<file path="src/rpn_pkg.sv">
// Shared types and constants for the reverse Polish stack calculator.
package rpn_pkg;

  localparam int DATA_W          = 32;
  localparam int OP_W            = 4;
  localparam int STATUS_W        = 3;
  localparam int STACK_DEPTH_DEF = 64;
  localparam int FRAC_BITS_DEF   = 16;

  typedef enum logic [OP_W-1:0] {
    OP_PUSH    = 4'd0,
    OP_ADD     = 4'd1,
    OP_MUL     = 4'd2,
    OP_SUB     = 4'd3,
    OP_DIV     = 4'd4,
    OP_REM     = 4'd5,
    OP_POPSHOW = 4'd6,
    OP_SHOWTOP = 4'd7,
    OP_CLEAR   = 4'd8,
    OP_SWAP    = 4'd9,
    OP_DUP     = 4'd10,
    OP_UNKNOWN = 4'd11
  } op_t;

  typedef enum logic [STATUS_W-1:0] {
    ST_OK      = 3'd0,
    ST_FULL    = 3'd1,
    ST_EMPTY   = 3'd2,
    ST_DIVZERO = 3'd3,
    ST_FEW     = 3'd4,
    ST_UNKNOWN = 3'd5
  } status_t;

  typedef enum logic [1:0] {
    WS_NUM = 2'd0,
    WS_A   = 2'd1,
    WS_B   = 2'd2,
    WS_RES = 2'd3
  } wsel_t;

  // Commands from the controller to the datapath.
  typedef struct packed {
    logic    start;
    logic    clear_sp;
    logic    pop_b;
    logic    pop_a;
    logic    peek;
    logic    ld_b;
    logic    ld_a;
    logic    push;
    wsel_t   wsel;
    logic    flag_en;
    status_t flag_code;
    logic    show;
    logic    addsub;
    logic    is_sub;
    logic    mul_go;
    logic    mul_fin;
    logic    div_go;
    logic    div_fin;
    logic    is_rem;
    logic    out_load;
  } rpn_cmd_t;

  // Status from the datapath back to the controller.
  typedef struct packed {
    logic sp_lt2;
    logic b_zero;
    logic div_busy;
  } rpn_stat_t;

endpackage

</file>
<file path="src/rpn_ctrl.sv">
// Controller: sequences each token through stack reads, arithmetic and stack writes.
module rpn_ctrl import rpn_pkg::*; (
  input  logic            clk,
  input  logic            rst_n,
  input  logic            in_tvalid,
  output logic            in_tready,
  input  logic [OP_W-1:0] in_op,
  output logic            out_tvalid,
  input  logic            out_tready,
  input  rpn_stat_t       stat,
  output rpn_cmd_t        cmd
);

  typedef enum logic [12:0] {
    S_IDLE   = 13'b0000000000001,
    S_DECODE = 13'b0000000000010,
    S_POPB   = 13'b0000000000100,
    S_LDB    = 13'b0000000001000,
    S_CHKB   = 13'b0000000010000,
    S_POPA   = 13'b0000000100000,
    S_LDA    = 13'b0000001000000,
    S_EXEC   = 13'b0000010000000,
    S_MULW   = 13'b0000100000000,
    S_DIVW   = 13'b0001000000000,
    S_WR1    = 13'b0010000000000,
    S_WR2    = 13'b0100000000000,
    S_FIN    = 13'b1000000000000
  } state_t;

  state_t state_r, state_nxt;
  op_t    op_r, op_nxt;
  logic   out_valid_r, out_valid_nxt;
  logic   two_writes;

  assign two_writes = (op_r == OP_DUP) || (op_r == OP_SWAP);

  always_comb begin
    cmd           = '0;
    state_nxt     = state_r;
    op_nxt        = op_r;
    out_valid_nxt = out_valid_r && !out_tready;
    cmd.is_sub    = op_r == OP_SUB;
    cmd.is_rem    = op_r == OP_REM;
    unique case (state_r)
      S_IDLE: begin
        if (in_tvalid) begin
          cmd.start = 1'b1;
          op_nxt    = op_t'(in_op);
          state_nxt = S_DECODE;
        end
      end
      S_DECODE: begin
        unique case (op_r)
          OP_PUSH: state_nxt = S_WR1;
          OP_CLEAR: begin
            cmd.clear_sp = 1'b1;
            state_nxt    = S_FIN;
          end
          OP_SWAP: begin
            if (stat.sp_lt2) begin
              cmd.flag_en   = 1'b1;
              cmd.flag_code = ST_FEW;
              state_nxt     = S_FIN;
            end else begin
              state_nxt = S_POPB;
            end
          end
          OP_ADD, OP_MUL, OP_SUB, OP_DIV, OP_REM, OP_POPSHOW, OP_SHOWTOP, OP_DUP: begin
            state_nxt = S_POPB;
          end
          default: begin
            cmd.flag_en   = 1'b1;
            cmd.flag_code = ST_UNKNOWN;
            state_nxt     = S_FIN;
          end
        endcase
      end
      S_POPB: begin
        cmd.pop_b = 1'b1;
        cmd.peek  = op_r == OP_SHOWTOP;
        state_nxt = S_LDB;
      end
      S_LDB: begin
        cmd.ld_b  = 1'b1;
        state_nxt = S_CHKB;
      end
      S_CHKB: begin
        priority if (op_r == OP_POPSHOW || op_r == OP_SHOWTOP) begin
          cmd.show  = 1'b1;
          state_nxt = S_FIN;
        end else if ((op_r == OP_DIV || op_r == OP_REM) && stat.b_zero) begin
          // The divisor is gone; the left operand stays where it is.
          cmd.flag_en   = 1'b1;
          cmd.flag_code = ST_DIVZERO;
          state_nxt     = S_FIN;
        end else if (op_r == OP_DUP) begin
          state_nxt = S_WR1;
        end else begin
          state_nxt = S_POPA;
        end
      end
      S_POPA: begin
        cmd.pop_a = 1'b1;
        state_nxt = S_LDA;
      end
      S_LDA: begin
        cmd.ld_a  = 1'b1;
        state_nxt = S_EXEC;
      end
      S_EXEC: begin
        priority if (op_r == OP_MUL) begin
          cmd.mul_go = 1'b1;
          state_nxt  = S_MULW;
        end else if (op_r == OP_DIV || op_r == OP_REM) begin
          cmd.div_go = 1'b1;
          state_nxt  = S_DIVW;
        end else if (op_r == OP_SWAP) begin
          state_nxt = S_WR1;
        end else begin
          cmd.addsub = 1'b1;
          state_nxt  = S_WR1;
        end
      end
      S_MULW: begin
        cmd.mul_fin = 1'b1;
        state_nxt   = S_WR1;
      end
      S_DIVW: begin
        if (!stat.div_busy) begin
          cmd.div_fin = 1'b1;
          state_nxt   = S_WR1;
        end
      end
      S_WR1: begin
        cmd.push = 1'b1;
        priority if (op_r == OP_PUSH) begin
          cmd.wsel = WS_NUM;
        end else if (two_writes) begin
          cmd.wsel = WS_B;
        end else begin
          cmd.wsel = WS_RES;
        end
        state_nxt = two_writes ? S_WR2 : S_FIN;
      end
      S_WR2: begin
        // Swap pushes the old top first, then the old second entry above it.
        cmd.push  = 1'b1;
        cmd.wsel  = (op_r == OP_SWAP) ? WS_A : WS_B;
        state_nxt = S_FIN;
      end
      S_FIN: begin
        if (!out_valid_r || out_tready) begin
          cmd.out_load  = 1'b1;
          out_valid_nxt = 1'b1;
          state_nxt     = S_IDLE;
        end
      end
      default: state_nxt = S_IDLE;
    endcase
  end

  always_ff @(posedge clk) begin
    if (!rst_n) begin
      state_r     <= S_IDLE;
      op_r        <= OP_PUSH;
      out_valid_r <= 1'b0;
    end else begin
      state_r     <= state_nxt;
      op_r        <= op_nxt;
      out_valid_r <= out_valid_nxt;
    end
  end

  assign in_tready  = state_r == S_IDLE;
  assign out_tvalid = out_valid_r;

endmodule

</file>
<file path="config.mk">
export PLATFORM = sky130hd
export DESIGN_NAME = rpn_ctrl
export DESIGN_NICKNAME = d
export VERILOG_FILES = /design/src/rpn_pkg.sv /design/src/rpn_ctrl.sv
export SDC_FILE = /design/constraint.sdc
export NUM_CORES = 1
export LEC_CHECK = 0
export ABC_CLOCK_PERIOD_IN_PS = 2240
export BUFFER_PORTS_ARGS = -buffer_cell sky130_fd_sc_hd__buf_2
export CELL_PAD_IN_SITES_DETAIL_PLACEMENT = 0
export CELL_PAD_IN_SITES_GLOBAL_PLACEMENT = 1
export CORE_ASPECT_RATIO = 0.9
export CORE_MARGIN = 3
export CORE_UTILIZATION = 25
export DETAILED_ROUTE_END_ITERATION = 8
export PLACE_DENSITY = 0.64
export SLEW_MARGIN = 20
export SYNTH_ARGS = -nofsm -noshare
export SYNTH_HDL_FRONTEND = slang
export SYNTH_SLANG_ARGS = --single-unit
</file>
<file path="constraint.sdc">
create_clock -name clk -period 2.24 [get_ports clk]
set_clock_uncertainty 0.2 [all_clocks]
set_input_delay 0 -clock clk [delete_from_list [all_inputs] [get_ports clk]]
set_output_delay 0 -clock clk [all_outputs]
set_load 0.02 [all_outputs]
</file>
# After elaboration in Yosys (flattened, before gate mapping)

Cells that the tools add are included.

Equal/unequal tests: 26
Mux-type cells: 48
Reduce and logical (&&, ||, !) cells: 13

Operators with widths:

| kind                                                  | number |
|---|---|
| case mux 13 bit (13 select lines)                     | 1 |
| 2-to-1 mux 13 bit                                     | 7 |
| case mux 13 bit (3 select lines)                      | 1 |
| 2-to-1 mux 11 bit                                     | 3 |
| 2-to-1 mux 1 bit                                      | 28 |
| equality test 4 x 3 -> 1 bit, second input constant   | 4 |
| case mux 4 bit (2 select lines)                       | 2 |
| equality test 13 x 1 -> 1 bit, second input constant  | 1 |
| equality test 13 x 10 -> 1 bit, second input constant | 1 |
| equality test 13 x 11 -> 1 bit, second input constant | 1 |
| equality test 13 x 12 -> 1 bit, second input constant | 1 |
| equality test 13 bit, second input constant           | 1 |
| equality test 13 x 2 -> 1 bit, second input constant  | 1 |
| equality test 13 x 3 -> 1 bit, second input constant  | 1 |
| equality test 13 x 4 -> 1 bit, second input constant  | 1 |
| equality test 13 x 5 -> 1 bit, second input constant  | 1 |
| equality test 13 x 6 -> 1 bit, second input constant  | 1 |
| equality test 13 x 7 -> 1 bit, second input constant  | 1 |
| equality test 13 x 8 -> 1 bit, second input constant  | 1 |
| equality test 13 x 9 -> 1 bit, second input constant  | 1 |
| equality test 4 bit, second input constant            | 3 |
| 2-to-1 mux 4 bit                                      | 3 |
| OR reduction 10 bit                                   | 1 |
| equality test 4 x 2 -> 1 bit, second input constant   | 2 |
| other kinds (11)                                      | 19 |

Flip-flop bits (word level): 18
Input port bits: 11

# Longest topological paths before layout

Depth after elaboration: 6
Gate-level depth with buffers: 7

# Worst setup path after synthesis

No wires, ideal clock.

Path kind: reg-to-output
From: register state_r[2]
To: output cmd[12] (netlist name)
Arrival time: 1.785 ns
Required time: 2.040 ns
Setup slack: 0.255 ns
Stages on the path, launching flop included: 5
Path buffers: 0
Cells stage by stage: dfxtp_1 -> nor4_4 -> nand4_1 -> or2_2 -> o21ai_0

RTL lines:

| element                | line            | text |
|---|---|---|
| from (decl)            | rpn_ctrl.sv:30  | `state_t state_r, state_nxt;` |
| from (signal assigned) | rpn_ctrl.sv:168 | `state_r <= state_nxt;` |
| to (decl)              | rpn_ctrl.sv:11  | `output rpn_cmd_t cmd` |

==> impl_metrics.ini <==
[logic_synthesis]
syn-num-nets = 196
synth_edf_count = 0
synth_seq_area_share_pct = 26.9
synth-seq-cells = 18
syn_area_per_cell_um2 = 7.25
synthCells = 185
ys_warn_count = 0
synth_area_um2 = 1340
async_reset_ff_share_pct = 0
ys_types = 44
synth_ff_type = dfxtp_1

[timing]
setup_viol = 0
maxSlewHeadroom_pct = 68.9
hold-worst-slack_ps = 48.7
timing.fmax_mhz = 469
setup_ws_ps = 109
period_share_pct = 95.2
slew_viol_final = 0
finalHoldViolCount = 0
worstMarginPinSlew_ps = 465
tns_ps = 0
period_needed_ps = 2130
rsz0062_at_grt = true

[clock_network]
numCtsBuffers = 3
clockBufferDepth = 2
h-tree-depth = 1
path_clk_slew_ps = 70
cts_tree = done
clkSinkCount = 18
clk_latency_ps = 260
clock-root-buffer = clkbuf_8

[route]
drt-total-wl_um = 4140
vias = 1511
drc = 0
drt-wirelength-per-cell_um = 13.9
drt-initial-drc-count = 177
ant_nets = 0
viasPerCell = 5.07
drt_first_pass_iters = 4

[grt]
grt_start_max_net_pins = 15
grt_pass1_wl_um = 6740
grt_pass1_vias = 1308
grt_overflow = 0
antenna_found_initial = 0
grt_usage_pct = 13.4

[power]
p_per_area_nw_per_um2 = 522
switchingPower_uw = 320
leakagePower_uw = 0.000789
intPower_uw = 618
ir_drop_uv = 262
p_sw_share_pct = 34.1
sequentialPowerShare_pct = 40.6
combPwrFrac_pct = 30.7
p_clk_share_pct = 28.7

[cells_and_area]
syn2layout_area_growth_pct = 34.0
diodes = 0
fin_nets = 245
final_area_um2 = 1800
drive_gt1_share_pct = 25.3
fin_util_pct = 35.9

[critical_path]
rrSetupSlack_ps = 150
critPathMaxFanout = 7
crit_type = flip-flop to output port
critical_path.startpoint_type = flip-flop
reg2reg_from = state_r[5]$_SDFFE_PN0P_
worst_ep_arrival_time_ps = 1930
crit_chain = nor4_4, nand3_2, or4_1, nor2b_1, buf_2
endpoint_kind = output port
critPathRequiredTime_ps = 2040
ff2ff_path_depth = 6
cpPeakStageDelay_ps = 450
slowest_stage = or4_1
r2r-end = op_r[3]$_SDFFE_PN0P_

[floorplanning]
start_util_pct = 26.7
rows = 24
io-pin-count = 36
die-area_um2 = 6280
fp.dieW_um = 83.2
core_um2 = 5010
die_h_um = 75.5

[run]
maxCapViolCount = 0

[hold_path]
min_from = in_tvalid
min_path_type = input port to flip-flop
hold_path_end = state_r[0]$_SDFFE_PN1P_
holdPathStages = 5

[place]
gp_congestion = 0.783
place_hpwl_um = 3140
dpl_cell_area_um2 = 1580
place_ws_ps = 299
port-buffer-count = 35

[outcome]
status = finished, final reports clean
cell usage after synthesis, drive strengths merged (6+ instances only):
master | instances | share of area [%]
and2 | 6 | 2.8
nor3 | 18 | 7.9
inv | 10 | 2.8
clkbuf | 6 | 1.7
o21ai | 12 | 4.5
dfxtp | 18 | 27
nand2 | 8 | 2.2
nor2 | 24 | 6.7
nand3 | 6 | 2.6
nand4 | 6 | 2.8
nor2b | 7 | 3.3
a21oi | 8 | 3.0
nand2b | 7 | 3.3
cells in the final DEF (no fill, tap or decap), types with 4 or more instances in the layout:
master and instances:
clkbuf_8 4, mux2i_1 4, and2_1 6, a21oi_1 8, buf_2 35, dfxtp_1 18
nand2_1 8, nor2_1 22, o21ai_0 12, dlygate4sd3_1 10, buf_4 8, or2_2 4
nor2b_1 7, nor4b_1 4, nor3_1 15, nand4_1 6, nand2b_1 7, inv_1 10
nand3_1 5
layer usage:
metal / up-vias / part of all wire (%) / track usage, % / routed length [um]
met5: - / 0 / 0 / 0
met4: 0 / 0.89 / 3.27 / 37
met3: 4 / 4.8 / 2.70 / 197
met2: 40 / 44 / 20.7 / 1830
met1: 702 / 50 / 19.3 / 2070
li1: 765 / - / - / -
how the worst max path moves through the flow:
| stage | from | endpoint | cells past startpoint |
|---|---|---|---|
| floorplan | state_r[2]$_SDFFE_PN0P_ | cmd[12] | 4 |
| global placement | state_r[4]$_SDFFE_PN0P_ | state_r[2]$_SDFFE_PN0P_ | 5 |
| detailed placement | state_r[4]$_SDFFE_PN0P_ | state_r[2]$_SDFFE_PN0P_ | 5 |
| CTS | state_r[8]$_SDFFE_PN0P_ | cmd[12] | 6 |
| global route | state_r[6]$_SDFFE_PN0P_ | cmd[12] | 5 |
| finish | state_r[5]$_SDFFE_PN0P_ | cmd[0] | 5 |
repair_timing:
item	CTS	global route
endpoints found under the setup margin	0	12
hold endpoints to repair	12	0
gates resized for setup	0	5
buffers inserted	0	5
hold buffers	10	0
sequential cells by signal (all words and copies together) (netlist names):
name / flops
state_r: 13
out_tvalid: 1
op_r: 4
power groups by stage:
| stage | Combinational (uW) | Clock [uW] | Sequential [uW] |
|---|---|---|---|
| 6_report | 288 | 269 | 381 |
| 5_1_grt | 318 | 305 | 387 |
| 4_1_cts | 266 | 283 | 377 |
| 3_5_place_dp | 251 | 0 | 385 |
| 3_3_place_gp | 253 | 0 | 387 |
| 2_1_floorplan | 201 | 0 | 357 |
stage by stage:
step | std cells | total power (uW)
2_1_floorplan | 185 | 558
3_3_place_gp | 279 | 640
3_5_place_dp | 279 | 636
4_1_cts | 293 | 927
5_1_grt | 298 | 1010
6_report | 298 | 938
kinds of logic after synthesis:
logic type / after synthesis / share of synthesized area [%]
buf+inv: 19 / 5.50
compound gates: 33 / 15.2
flops: 18 / 26.9
mux: 4 / 2.99
simple gates: 108 / 47.5
xor+xnor: 3 / 1.96
worst max-delay path, delay by kind of cell (launching register included):
| family | cells | cell delay, ps |
|---|---|---|
| and+or+nand+nor | 4 | 1110 |
| DFF | 1 | 390 |
| buffers and inverters | 1 | 170 |
final cells by class:
cell class / count / area [um2]
fill: 549 / 3220
sequential: 18 / 360
tap: 65 / 81.3
multi-input combinational: 148 / 928
timing repair buffer: 53 / 335
inverter: 10 / 37.5
clock buffer: 4 / 55.1
No activity file was read; power rests on OpenSTA's default activity.
